--- config.mk ---
export PLATFORM = sky130hd
export DESIGN_NAME = rtu_request_frame_builder_flat
export DESIGN_NICKNAME = d
export VERILOG_FILES = /design/src/sv/rfb_pkg.sv /design/src/sv/rfb_if.sv /design/src/sv/rfb_crc_stage.sv /design/src/sv/rfb_serializer.sv /design/src/sv/rtu_request_frame_builder.sv /design/src/flat_wrapper.sv
export SDC_FILE = /design/constraint.sdc
export NUM_CORES = 1
export LEC_CHECK = 0
export BUFFER_PORTS_ARGS = -buffer_cell sky130_fd_sc_hd__buf_4
export CAP_MARGIN = 5
export CORE_AREA = 2 2 151 153
export DETAILED_ROUTE_END_ITERATION = 10
export DIE_AREA = 0 0 153 155
export HOLD_SLACK_MARGIN = 0.1
export PLACE_DENSITY_LB_ADDON = 0.05
export SLEW_MARGIN = 10
export SYNTH_ARGS = -nofsm -noshare
export SYNTH_HDL_FRONTEND = slang
export SYNTH_SLANG_ARGS = --single-unit
--- constraint.sdc ---
create_clock -name clk -period 12.9 [get_ports clk]
set_input_delay 1.29 -clock clk [delete_from_list [all_inputs] [get_ports clk]]
set_output_delay 1.29 -clock clk [all_outputs]
set_load 0.01 [all_outputs]
--- src/sv/rfb_pkg.sv ---
// ----------------------------------------------------------------------------
// rfb_pkg
// shared types, constants and the crc byte update for the rtu request framer
// ----------------------------------------------------------------------------
package rfb_pkg;

    localparam int HDR_BYTES   = 6;
    localparam int FRAME_BYTES = 8;
    localparam int BEAT_W      = $clog2(FRAME_BYTES);

    localparam logic       CMD_WRITE       = 1'b0;
    localparam logic       CMD_READ        = 1'b1;
    localparam logic [7:0] FC_WRITE_SINGLE = 8'h06;
    localparam logic [7:0] FC_READ_HOLDING = 8'h03;
    localparam logic [15:0] READ_COUNT     = 16'h0001;
    localparam logic [15:0] CRC_INIT       = 16'hFFFF;
    localparam logic [15:0] CRC_POLY       = 16'hA001;

    typedef logic [HDR_BYTES-1:0][7:0] hdr_t;

    typedef struct packed {
        hdr_t        hdr;
        logic [15:0] crc;
    } crc_item_t;

    function automatic logic [15:0] crc_byte(input logic [15:0] crc_in,
                                             input logic [7:0]  data);
        logic [15:0] c;
        c = crc_in ^ {8'h00, data};
        for (int b = 0; b < 8; b++)
        begin
            if (c[0])
            begin
                c = (c >> 1) ^ CRC_POLY;
            end
            else
            begin
                c = c >> 1;
            end
        end
        return c;
    endfunction

endpackage

--- src/sv/rfb_if.sv ---
// ----------------------------------------------------------------------------
// rfb interfaces
// request and frame byte channels with valid/ready handshake
// ----------------------------------------------------------------------------
interface rfb_req_if;
    logic        valid;
    logic        ready;
    logic        cmd;
    logic [7:0]  slave_address;
    logic [15:0] reg_address;
    logic [15:0] write_value;

    modport source (output valid, output cmd, output slave_address,
                    output reg_address, output write_value, input ready);
    modport sink   (input valid, input cmd, input slave_address,
                    input reg_address, input write_value, output ready);
endinterface

interface rfb_frame_if;
    logic       valid;
    logic       ready;
    logic [7:0] frame_byte;
    logic       frame_last;

    modport source (output valid, output frame_byte, output frame_last, input ready);
    modport sink   (input valid, input frame_byte, input frame_last, output ready);
endinterface

--- src/sv/rfb_crc_stage.sv ---
// ----------------------------------------------------------------------------
// rfb_crc_stage
// one pipeline stage: folds the leading header byte into the crc and rotates
// ----------------------------------------------------------------------------
module rfb_crc_stage
    import rfb_pkg::*;
(
    input  logic      clk,
    input  logic      rst_n,
    input  logic      in_valid,
    output logic      in_ready,
    input  crc_item_t in_data,
    output logic      out_valid,
    input  logic      out_ready,
    output crc_item_t out_data
);

    logic      valid_reg;
    crc_item_t data_reg;
    crc_item_t data_next;

    always_comb
    begin
        data_next.crc = crc_byte(in_data.crc, in_data.hdr[0]);
        data_next.hdr = {in_data.hdr[0], in_data.hdr[HDR_BYTES-1:1]};
    end

    assign in_ready  = !valid_reg || out_ready;
    assign out_valid = valid_reg;
    assign out_data  = data_reg;

    always_ff @(posedge clk or negedge rst_n)
    begin
        if (!rst_n)
        begin
            valid_reg <= 1'b0;
        end
        else if (in_ready)
        begin
            valid_reg <= in_valid;
        end
    end

    always_ff @(posedge clk)
    begin
        if (in_ready && in_valid)
        begin
            data_reg <= data_next;
        end
    end

endmodule

--- src/sv/rfb_serializer.sv ---
// ----------------------------------------------------------------------------
// rfb_serializer
// sends a finished frame one byte per beat, crc low byte first
// ----------------------------------------------------------------------------
module rfb_serializer
    import rfb_pkg::*;
(
    input  logic              clk,
    input  logic              rst_n,
    input  logic              in_valid,
    output logic              in_ready,
    input  crc_item_t         in_data,
    rfb_frame_if.source       frame
);

    localparam logic [BEAT_W-1:0] LAST_BEAT = BEAT_W'(FRAME_BYTES - 1);

    logic              busy_reg;
    logic [BEAT_W-1:0] cnt_reg;
    crc_item_t         item_reg;
    logic              is_last;
    logic              out_fire;

    assign is_last  = (cnt_reg == LAST_BEAT);
    assign out_fire = busy_reg && frame.ready;
    assign in_ready = !busy_reg || (frame.ready && is_last);

    assign frame.valid      = busy_reg;
    assign frame.frame_last = is_last;

    always_comb
    begin
        case (cnt_reg)
            3'd0:    frame.frame_byte = item_reg.hdr[0];
            3'd1:    frame.frame_byte = item_reg.hdr[1];
            3'd2:    frame.frame_byte = item_reg.hdr[2];
            3'd3:    frame.frame_byte = item_reg.hdr[3];
            3'd4:    frame.frame_byte = item_reg.hdr[4];
            3'd5:    frame.frame_byte = item_reg.hdr[5];
            3'd6:    frame.frame_byte = item_reg.crc[7:0];
            default: frame.frame_byte = item_reg.crc[15:8];
        endcase
    end

    always_ff @(posedge clk or negedge rst_n)
    begin
        if (!rst_n)
        begin
            busy_reg <= 1'b0;
            cnt_reg  <= '0;
        end
        else if (in_ready && in_valid)
        begin
            busy_reg <= 1'b1;
            cnt_reg  <= '0;
        end
        else if (out_fire)
        begin
            if (is_last)
            begin
                busy_reg <= 1'b0;
            end
            cnt_reg <= cnt_reg + 1'b1;
        end
    end

    always_ff @(posedge clk)
    begin
        if (in_ready && in_valid)
        begin
            item_reg <= in_data;
        end
    end

endmodule

--- src/sv/rtu_request_frame_builder.sv ---
// ----------------------------------------------------------------------------
// rtu_request_frame_builder
// builds the 8-byte modbus rtu master frame for one register request
// ----------------------------------------------------------------------------
// req channel: one beat per request (write single register or read one
// holding register). frame channel: eight beats per request, slave address,
// function code, register address, value or count, then crc low and high;
// frame_last marks the crc high byte.
// the crc runs through six register stages, one header byte each, followed
// by the output serializer, which holds the frame and presents its bytes.
// requests enter one per cycle until the pipeline is full; sustained
// throughput is set by the one-byte-per-beat frame channel.
// reset clears all valid bits; nothing else needs clearing.
// when the receiver stalls, the current byte holds and the pipeline keeps
// filling, then req.ready drops once all seven frame slots are occupied.
// ----------------------------------------------------------------------------
module rtu_request_frame_builder
    import rfb_pkg::*;
(
    input  logic        clk,
    input  logic        rst_n,
    rfb_req_if.sink     req,
    rfb_frame_if.source frame
);

    logic      stg_valid [HDR_BYTES+1];
    logic      stg_ready [HDR_BYTES+1];
    crc_item_t stg_data  [HDR_BYTES+1];

    always_comb
    begin
        stg_data[0].crc    = CRC_INIT;
        stg_data[0].hdr[0] = req.slave_address;
        stg_data[0].hdr[2] = req.reg_address[15:8];
        stg_data[0].hdr[3] = req.reg_address[7:0];
        if (req.cmd == CMD_READ)
        begin
            stg_data[0].hdr[1] = FC_READ_HOLDING;
            stg_data[0].hdr[4] = READ_COUNT[15:8];
            stg_data[0].hdr[5] = READ_COUNT[7:0];
        end
        else
        begin
            stg_data[0].hdr[1] = FC_WRITE_SINGLE;
            stg_data[0].hdr[4] = req.write_value[15:8];
            stg_data[0].hdr[5] = req.write_value[7:0];
        end
    end

    assign stg_valid[0] = req.valid;
    assign req.ready    = stg_ready[0];

    for (genvar i = 0; i < HDR_BYTES; i++)
    begin : g_crc
        rfb_crc_stage u_stage (
            .clk       (clk),
            .rst_n     (rst_n),
            .in_valid  (stg_valid[i]),
            .in_ready  (stg_ready[i]),
            .in_data   (stg_data[i]),
            .out_valid (stg_valid[i+1]),
            .out_ready (stg_ready[i+1]),
            .out_data  (stg_data[i+1])
        );
    end

    rfb_serializer u_ser (
        .clk      (clk),
        .rst_n    (rst_n),
        .in_valid (stg_valid[HDR_BYTES]),
        .in_ready (stg_ready[HDR_BYTES]),
        .in_data  (stg_data[HDR_BYTES]),
        .frame    (frame)
    );

endmodule

--- src/flat_wrapper.sv ---
// flat-port wrapper written by rule: the top's interface ports become plain ports
module rtu_request_frame_builder_flat import rfb_pkg::*;
  (clk, rst_n, req_valid, req_cmd, req_slave_address, req_reg_address, req_write_value, req_ready, frame_valid, frame_frame_byte, frame_frame_last, frame_ready);
  rfb_req_if req_i ();
  rfb_frame_if frame_i ();
  input  logic clk;
  input  logic rst_n;
  input wire logic [$bits(req_i.valid)-1:0] req_valid;
  input wire logic [$bits(req_i.cmd)-1:0] req_cmd;
  input wire logic [$bits(req_i.slave_address)-1:0] req_slave_address;
  input wire logic [$bits(req_i.reg_address)-1:0] req_reg_address;
  input wire logic [$bits(req_i.write_value)-1:0] req_write_value;
  output wire logic [$bits(req_i.ready)-1:0] req_ready;
  output wire logic [$bits(frame_i.valid)-1:0] frame_valid;
  output wire logic [$bits(frame_i.frame_byte)-1:0] frame_frame_byte;
  output wire logic [$bits(frame_i.frame_last)-1:0] frame_frame_last;
  input wire logic [$bits(frame_i.ready)-1:0] frame_ready;
  assign req_i.valid = req_valid;
  assign req_i.cmd = req_cmd;
  assign req_i.slave_address = req_slave_address;
  assign req_i.reg_address = req_reg_address;
  assign req_i.write_value = req_write_value;
  assign req_ready = req_i.ready;
  assign frame_valid = frame_i.valid;
  assign frame_frame_byte = frame_i.frame_byte;
  assign frame_frame_last = frame_i.frame_last;
  assign frame_i.ready = frame_ready;
  rtu_request_frame_builder u_core (.clk(clk), .rst_n(rst_n), .req(req_i), .frame(frame_i));
endmodule
==> results of run 1 <==
[worst min-delay path by stage]
stage                                                   start                                        endpoint  slack (ps)
2_1_floorplan  u_core.g_crc[0].u_stage.out_data[24]$_DFFE_PP_  u_core.g_crc[1].u_stage.out_data[16]$_DFFE_PP_         400
3_3_place_gp   u_core.g_crc[0].u_stage.out_data[33]$_DFFE_PP_  u_core.g_crc[1].u_stage.out_data[25]$_DFFE_PP_         400
3_5_place_dp   u_core.g_crc[0].u_stage.out_data[36]$_DFFE_PP_  u_core.g_crc[1].u_stage.out_data[28]$_DFFE_PP_         400
4_1_cts        u_core.g_crc[1].u_stage.out_data[26]$_DFFE_PP_  u_core.g_crc[2].u_stage.out_data[18]$_DFFE_PP_         410
5_1_grt        u_core.g_crc[0].u_stage.out_data[10]$_DFFE_PP_   u_core.g_crc[1].u_stage.out_data[2]$_DFFE_PP_         420
6_report       u_core.g_crc[1].u_stage.out_data[26]$_DFFE_PP_  u_core.g_crc[2].u_stage.out_data[18]$_DFFE_PP_         410
[cell families (layout without fill, tap and decap cells)]
family                   Yosys count  after routing  share of synthesized area, %
AO/OA/AOI/OAI                     45             45                         2.469
XOR/XNOR                         100            100                         7.941
adder cells (fa/ha/maj)            6              6                        0.5329
buffers and inverters             21            139                        0.5685
flip-flops                       406            406                         86.20
multiplexers                       1              1                       0.07106
AND/OR/NAND/NOR                   57             57                         2.221
[final cells by class]
class | count | area, sq um | share of cell area [%]
Multi-Input combinational cell | 209 | 1898 | 11.83
Clock buffer | 58 | 1090 | 6.794
Timing Repair Buffer | 59 | 442.9 | 2.761
Inverter | 10 | 37.54 | 0.2340
Clock inverter | 12 | 75.07 | 0.4680
Tap cell | 285 | 356.6 | 2.223
Sequential cell | 406 | 12140 | 75.69
[where the power goes]
part	internal, uW	leakage (uW)	switching (uW)
clock	603	0.000564	424
combinational	148	0.00111	165
sequential	1540	0.00367	32.7
[through the flow]
stage | cells | util, % | hold slack [ps]
2_1_floorplan | 636 | - | 400.3
3_3_place_gp | 969 | 66.92 | 402.9
3_5_place_dp | 969 | 66.92 | 404.5
4_1_cts | 1039 | 72.16 | 405.3
5_1_grt | 1039 | 72.17 | 421.9
6_report | 1039 | 72.17 | 407.1
[metal layers]
| layer | share of wire, % | GRT usage (%) | up-vias |
|---|---|---|---|
| met2 | 47 | 24.26 | 142 |
| met1 | 44 | 22.04 | 2567 |
| met3 | 4.5 | 3.816 | 53 |
| li1 | - | - | 2628 |
| met4 | 4.5 | 8.069 | 0 |
| met5 | 0 | 0 | - |
[cells in the final DEF, fill, tap and decap left out, types with 10 or more instances in the layout]
| cell type | instances |
|---|---|
| clkbuf_16 | 41 |
| nand2_1 | 11 |
| buf_4 | 59 |
| edfxtp_1 | 396 |
| xnor2_1 | 58 |
| xor2_1 | 22 |
| clkbuf_1 | 17 |
| nor2b_1 | 17 |
| dfrtp_1 | 10 |
| inv_1 | 10 |
==> flow_metrics.py, run 1 <==
metrics = {
    "critical_path": {
        "cp-end-kind": "output pin",
        "critPathMaxFanout": 23,
        "crit_path_start": "u_core.u_ser.cnt_reg[2]$_DFFE_PN0P_",
        "path_class": "register to output pin",
        "slowest_delay_ps": 790,
        "r2r_cells": 5,
        "start_kind": "register",
        "crit_cells": 6,
        "path_buf_inv": 2,
        "critPathArrivalTime_ps": 3210,
        "r2r_start": "u_core.u_ser.cnt_reg[2]$_DFFE_PN0P_",
        "ff2ff_setup_slack_ps": 9790,
        "worstPathCellList": "inv_1 -> ha_1 -> or4_1 -> o211ai_1 -> o22a_1 -> buf_4",
        "cp_slowest_cell": "or4_1",
        "cp_top_family": "simple AND/OR/NAND/NOR gates",
        "r2r_end": "u_core.g_crc[0].u_stage.out_data[50]$_SDFFCE_PP0P_",
        "required_ps": 11610,
        "worstSetupEndpoint": "frame_frame_byte[2]",
    },
    "route": {
        "wire_per_inst_um": 17.46,
        "drtIter0Drc": 334,
        "firstDrtPassIters": 5,
        "drc_errors": 0,
        "drtAntennaViolNets": 0,
        "vias": 5390,
        "routed_wl_mm": 18.14,
        "drt-vias-per-instance": 5.188,
    },
    "clocking": {
        "cts_buffers": 39,
        "clkLatencyLatePin_ps": 510,
        "cts_sinks": 406,
        "clock_path_buffers": 3,
        "cts_resized": 0,
        "hold_buffers": 0,
        "cts_setup_buffers": 0,
        "cts_tree": "built",
        "htreeDepth": 2,
        "clk_pin_slew_ps": 60,
        "cts_root_buf": "clkbuf_16",
    },
    "worst_hold_path": {
        "hold_depth": 0,
        "holdCritPathClass": "register to register",
    },
    "timing": {
        "max_slew_margin_pct": 23.01,
        "finalCritPeriodShare_pct": 34.87,
        "rsz0062_at_grt": "no",
        "skew_ps": 12.38,
        "final_hold_viol_count": 0,
        "setup_viol": 0,
        "worstMarginPinSlew_ps": 1155,
        "tns_ps": 0,
        "finalCriticalPeriod_ps": 4499,
        "drv_slew": 0,
        "fmax_mhz": 222.3,
        "setup_ws_ps": 8401,
    },
    "placed_design": {
        "port_buffers": 55,
        "gp_congestion": 0.9583,
        "hpwl_mm": 11.96,
        "place_area_sq_um": 14870,
        "pre_cts_slack_ps": 8990,
    },
    "grt": {
        "antenna_found_initial": 0,
        "grt_pass1_vias": 5523,
        "overflow": 0,
        "grt_max_degree": 59,
        "grt_pass1_wl_mm": 29.24,
        "track_usage_pct": 15.91,
    },
    "synthesis": {
        "synth-seq-cells": 406,
        "yosysWarnings": 0,
        "syn_area_sq_um": 14090,
        "synthesis.instances": 636,
        "synth_ff_type": "edfxtp_1",
        "synth_top_area_share_pct": 84.42,
        "yosys.cell_types.count": 42,
        "synth_edf_count": 396,
        "synthTopCellsByArea": "edfxtp_1 84%, xnor2_1 3.6%, dfrtp_1 1.8%",
        "yosysSeqAreaShare_pct": 86.20,
        "yosysMostFrequentCell": "edfxtp_1",
        "synth.net_count": 687,
        "synthArstFlopShare_pct": 2.463,
        "synth_top_area_cell": "edfxtp_1",
        "syn_area_per_cell_sq_um": 22.15,
        "ys_top_cells_by_count": "396 x edfxtp_1, 58 x xnor2_1, 22 x xor2_1, 19 x nor2b_1, 11 x nand2_1",
    },
    "power": {
        "power.leakage_uw": 0.005349,
        "peakVddDrop_mv": 0.1228,
        "p_total_uw": 2917,
        "p_per_area_nw_per_um2": 181.8,
    },
    "final_layout": {
        "largest_reg_flops": 338,
        "syn_to_final_growth_pct": 13.88,
        "drive_gt1_share_pct": 16.71,
        "finalInstanceArea_sq_um": 16040,
        "final_nets": 776,
        "nFillCells": 1281,
        "antennaDiodeCount": 0,
    },
    "floorplan": {
        "die-width_um": 153,
        "dieArea_sq_um": 23720,
        "num_rows": 55,
        "ioPinCount": 56,
        "initial_core_util_pct": 63.37,
        "core_area_sq_um": 22230,
        "fp.dieH_um": 155,
    },
    "run": {
        "drv_cap": 0,
    },
    "outcome": {
        "status": "finished, final reports clean",
    },
}
(Power assumes the default switching activity.)
==> run 2: changes to the inputs <==
Settings changed: CORE_AREA 2 2 151 153 to 2 2 155 157, DIE_AREA 0 0 153 155 to 0 0 157 159.
Clock period 12.9 ns to 4.28 ns, I/O delays scaled along.
==> run 2 against run 1 <==
Against the previous run: design area rose by 2.2%; clock-buffer cell count fell by 9; combinational power rose to 3.2 times the previous value; critical path depth rose by 1; clock power rose to 3.1 times the previous value; critical endpoint unchanged.
==> flow_metrics.py, run 2 (synthesis gave the netlist of run 1 again) <==
metrics = {
    "outcome": {
        "status": "finished, final reports clean",
    },
    "clocking": {
        "clkLatencyLatePin_ps": 510,
        "cts_sinks": 406,
        "cts_setup_buffers": 0,
        "cts_tree": "built",
        "clock_path_buffers": 3,
        "cts_root_buf": "clkbuf_16",
        "cts_buffers": 39,
        "htreeDepth": 2,
        "clk_pin_slew_ps": 60,
    },
    "floorplan": {
        "die-width_um": 157,
        "initial_core_util_pct": 60.74,
        "core_area_sq_um": 23190,
        "num_rows": 56,
        "fp.dieH_um": 159,
        "ioPinCount": 56,
        "dieArea_sq_um": 24960,
    },
    "power": {
        "peakVddDrop_mv": 0.3929,
        "p_per_area_nw_per_um2": 542.9,
        "p_total_uw": 8901,
        "power.leakage_uw": 0.005502,
    },
    "grt": {
        "antenna_found_initial": 0,
        "grt_max_degree": 59,
        "overflow": 0,
        "grt_pass1_wl_mm": 30.63,
        "grt_pass1_vias": 5586,
        "track_usage_pct": 16.16,
    },
    "final_layout": {
        "antennaDiodeCount": 0,
        "finalInstanceArea_sq_um": 16400,
        "nFillCells": 1401,
        "layout_common_cells": "396 x edfxtp_1, 64 x buf_4, 58 x xnor2_1",
        "syn_to_final_growth_pct": 16.41,
        "drive_gt1_share_pct": 17.77,
        "final_nets": 805,
        "mostFrequentLayoutCell": "edfxtp_1",
        "largest_reg_flops": 338,
    },
    "route": {
        "drtIter0Drc": 351,
        "drt-vias-per-instance": 4.912,
        "firstDrtPassIters": 5,
        "vias": 5408,
        "drc_errors": 0,
        "routed_wl_mm": 18.84,
        "drtAntennaViolNets": 0,
        "wire_per_inst_um": 17.11,
    },
    "placed_design": {
        "gp_congestion": 0.8264,
        "port_buffers": 55,
        "place_area_sq_um": 14950,
        "hpwl_mm": 12.86,
    },
    "worst_hold_path": {
        "holdCritPathClass": "input pin to register",
        "hold_depth": 1,
    },
    "timing": {
        "whs_ps": 126.4,
        "worstMarginPinSlew_ps": 1138,
        "skew_ps": 16.51,
        "drv_slew": 0,
        "final_hold_viol_count": 0,
        "max_slew_margin_pct": 24.16,
        "setup_viol": 0,
        "rsz0062_at_grt": "no",
        "tns_ps": 0,
        "finalCritPeriodShare_pct": 76.47,
        "finalCriticalPeriod_ps": 3273,
        "fmax_mhz": 305.5,
    },
    "critical_path": {
        "path_class": "register to output pin",
        "required_ps": 3850,
        "critPathArrivalTime_ps": 2840,
        "start_kind": "register",
        "crit_top_cell": "buf_4",
        "critPathMaxFanout": 23,
        "cp-end-kind": "output pin",
        "cp_slowest_cell": "or4_1",
        "slowest_delay_ps": 780,
        "worstPathCellList": "buf_4 -> inv_1 -> ha_1 -> or4_1 -> o211ai_1 -> o22a_1 -> buf_4",
        "r2r_cells": 7,
    },
    "run": {
        "drv_cap": 0,
    },
}
## run 2: cell count changes in the layout (fill, tap and decap cells not counted)
cell / change
and2_2: +2
bufinv_16: +1
dlygate4sd3_1: +24
inv_6: +1
clkinv_2: +5
and2_4: -2
clkinvlp_4: +1
buf_4: +5
clkbuf_1: -9
## run 2: final cells by class
type | count | area [sq um] | area share, %
clock buffer | 49 | 1056 | 6.440
sequential | 406 | 12140 | 74.05
inverter | 10 | 37.54 | 0.2289
timing repair buffer | 88 | 720.7 | 4.395
multi-input combinational | 209 | 1896 | 11.56
clock inverter | 20 | 146.4 | 0.8928
tap | 319 | 399.1 | 2.434
## run 2: repair_timing
item / in CTS / in global routing
hold buffers: 24 / 0
setup endpoints to repair: 0 / 0
resized for setup: 0 / 0
hold endpoints to repair: 33 / 0
## run 2: critical path, delay by kind of cell (launching register included)
family          cells  cell delay (ps)
fa+ha+maj           1              340
buf+inv             3              540
simple gates        1              780
compound gates      2              350
flops               1              320
## run 2: path summary, 6_finish.rpt
path	start	to	slack (ps)
setup / recovery	u_core.u_ser.cnt_reg[2]$_DFFE_PN0P_	frame_frame_byte[2]	1010
hold / removal	req_slave_address[3]	u_core.g_crc[0].u_stage.out_data[59]$_DFFE_PP_	130
setup reg to reg	u_core.u_ser.cnt_reg[1]$_DFFE_PN0P_	u_core.g_crc[1].u_stage.out_data[27]$_DFFE_PP_	1290
hold reg to reg	u_core.g_crc[1].u_stage.out_data[12]$_DFFE_PP_	u_core.g_crc[2].u_stage.out_data[4]$_DFFE_PP_	410
max in group asynchronous	rst_n	u_core.u_ser.cnt_reg[0]$_DFFE_PN0P_	3810
min in group asynchronous	rst_n	u_core.g_crc[1].u_stage.out_valid$_DFFE_PN0P_	290
## run 2: metal layers
metal | up-vias | global-route usage (%) | part of all wire (%)
li1 | 2689 | - | -
met1 | 2565 | 22.55 | 44
met2 | 114 | 25.34 | 49
met3 | 40 | 3.402 | 3.6
met4 | 0 | 6.672 | 3.1
met5 | - | 0 | 0
## run 2: through the flow
| step | setup slack (ps) | instances | util (%) |
|---|---|---|---|
| 2_1_floorplan | 73.90 | 636 | - |
| 3_3_place_gp | 1433 | 1008 | 64.48 |
| 3_5_place_dp | 1288 | 1008 | 64.48 |
| 4_1_cts | 1001 | 1101 | 70.70 |
| 5_1_grt | 806.4 | 1101 | 70.70 |
| 6_report | 1007 | 1101 | 70.70 |
## run 2: report_power, final
part / internal [uW] / switching, uW
registers: 4650 / 77.6
clock network: 1870 / 1300
logic: 471 / 539
total: 6990 / 1910
==> run 3: changes to the inputs <==
Settings changed: CORE_AREA 2 2 155 157 to 2 2 164 166, DIE_AREA 0 0 157 159 to 0 0 166 168.
Clock period 4.28 ns to 2.76 ns, I/O delays scaled along.
==> run 3 against run 2 <==
Against the previous run: hold slack gained 2.3 ps; global-route usage shrank 1.5 points; utilization shrank 7.3 points; clock skew shrank 3.7 ps; clock power grew 52%; non-clock buffer count grew 19; clock-buffer cell count grew 2; critical endpoint is now frame_frame_byte[0]; sequential cell count is the same; largest power group unchanged; first-iteration DRC count grew 4.3%; combinational power grew 65%; critical path depth is the same; largest cell class unchanged.
==> flow_metrics.py, run 3 (synthesis gave the netlist of run 1 again) <==
metrics = {
    "outcome": {
        "status": "finished, final reports clean",
    },
    "clocking": {
        "cts_buffers": 40,
        "clock_path_buffers": 3,
        "clk_pin_slew_ps": 60,
        "cts_sinks": 406,
        "clkLatencyLatePin_ps": 520,
        "htreeDepth": 2,
        "cts_setup_buffers": 0,
        "cts_tree": "built",
        "cts_root_buf": "clkbuf_16",
    },
    "critical_path": {
        "crit_top_cell": "buf_4",
        "start_kind": "register",
        "cp_top_family": "compound AO/OA/AOI/OAI gates",
        "slowest_delay_ps": 410,
        "required_ps": 2480,
        "path_buf_inv": 3,
        "cp_slowest_cell": "dfrtp_1",
        "cp-end-kind": "output pin",
        "path_class": "register to output pin",
        "critPathArrivalTime_ps": 2370,
        "critPathMaxFanout": 11,
        "worstPathCellList": "inv_1 -> ha_1 -> buf_4 -> a221oi_2 -> a21oi_1 -> o32a_1 -> buf_4",
    },
    "floorplan": {
        "fp.dieH_um": 168,
        "initial_core_util_pct": 53.46,
        "die-width_um": 166,
        "core_area_sq_um": 26350,
        "num_rows": 60,
        "dieArea_sq_um": 27890,
        "ioPinCount": 56,
    },
    "placed_design": {
        "place_area_sq_um": 15070,
        "hpwl_mm": 12.84,
        "placedCellCount": 1030,
        "port_buffers": 55,
        "gp_congestion": 0.8691,
    },
    "final_layout": {
        "layout.cells.non_filler": 1145,
        "mostFrequentLayoutCell": "edfxtp_1",
        "nFillCells": 1780,
        "final_nets": 826,
        "finalInstanceArea_sq_um": 16710,
        "fin_util_pct": 63.43,
        "drive_gt1_share_pct": 18.28,
        "antennaDiodeCount": 0,
        "largest_reg_flops": 338,
        "layout_common_cells": "396 x edfxtp_1, 58 x xnor2_1, 57 x buf_4",
        "syn_to_final_growth_pct": 18.66,
    },
    "route": {
        "wire_per_inst_um": 17.02,
        "drtIter0Drc": 366,
        "firstDrtPassIters": 4,
        "routed_wl_mm": 19.49,
        "drc_errors": 0,
        "vias": 5630,
        "drt-vias-per-instance": 4.917,
        "drtAntennaViolNets": 0,
    },
    "grt": {
        "grt_pass1_wl_mm": 31.64,
        "track_usage_pct": 14.63,
        "grt_max_degree": 59,
        "overflow": 0,
        "antenna_found_initial": 0,
        "grt_pass1_vias": 5768,
    },
    "timing": {
        "finalCritPeriodShare_pct": 95.70,
        "finalCriticalPeriod_ps": 2641,
        "drv_slew": 0,
        "worstMarginPinSlew_ps": 566.1,
        "fmax_mhz": 378.6,
        "setup_viol": 0,
        "max_slew_margin_pct": 61.99,
        "tns_ps": 0,
        "skew_ps": 12.84,
        "final_hold_viol_count": 0,
    },
    "power": {
        "power.leakage_uw": 0.005597,
        "peakVddDrop_mv": 0.5458,
        "p_per_area_nw_per_um2": 825.8,
    },
    "worst_hold_path": {
        "holdCritPathClass": "input pin to register",
    },
    "run": {
        "drv_cap": 0,
    },
}
==> run 3: what timing repair did <==
action	CTS	global route
setup endpoints to repair	8	8
gates cloned	1	0
resized for setup	3	5
pin swaps	1	0
hold buffers	43	0
endpoints found under the hold margin	57	0
==> run 3: worst paths after layout <==
| kind | slack [ps] | endpoint | cells after the start | startpoint |
|---|---|---|---|---|
| max | 120 | frame_frame_byte[0] | 7 | u_core.u_ser.cnt_reg[0]$_DFFE_PN0P_ |
| min | 130 | u_core.u_ser.cnt_reg[0]$_DFFE_PN0P_ | 4 | frame_ready |
| max reg2reg | 420 | u_core.g_crc[1].u_stage.out_data[27]$_DFFE_PP_ | 7 | u_core.u_ser.cnt_reg[0]$_DFFE_PN0P_ |
| min reg2reg | 410 | u_core.g_crc[5].u_stage.out_data[51]$_DFFE_PP_ | 0 | u_core.g_crc[4].u_stage.out_data[59]$_DFFE_PP_ |
| max in group asynchronous | 2450 | u_core.u_ser.cnt_reg[0]$_DFFE_PN0P_ | 2 | rst_n |
| min in group asynchronous | 140 | u_core.g_crc[1].u_stage.out_valid$_DFFE_PN0P_ | 2 | rst_n |
==> run 3: report_power, final <==
group	internal [uW]	leakage (uW)	switching [uW]
registers	7210	0.00367	123
clock network	2750	0.000584	2050
logic	812	0.00134	861
total	10800	0.00560	3030
==> run 3: routing by layer <==
metal,track usage [%],wire [um],part of all wire (%)
met5,0,0,0
met4,6.427,686,3.5
met3,2.797,752,3.9
met2,23.34,9418,48
met1,20.05,8632,44
==> run 3: cell type report <==
cell class | count | area, sq um | share of cell area [%]
flip-flops and latches | 406 | 12140 | 72.64
clock buffers | 51 | 1074 | 6.423
inverters | 10 | 37.54 | 0.2246
repair buffers | 107 | 998.5 | 5.973
well taps | 341 | 426.7 | 2.553
clock inverters | 20 | 101.3 | 0.6063
multi-input cells | 210 | 1936 | 11.58
==> run 3: worst min-delay path, cell delays in order <==
cell	delay [ps]
buf_4	100
mux2i_1	90
nand2_1	80
nand2_1	50
==> run 3: through the flow <==
stage / setup WS (ps) / power [uW] / hold slack, ps
detailed placement: 304.6 / 9046 / 124.7
CTS: 48.43 / 13950 / 113.1
global placement: 373.8 / 8989 / 121.6
finish: 118.7 / 13800 / 128.8
floorplan: -156.4 / 8478 / -19.59
global route: -0.6648 / 14390 / 141.0
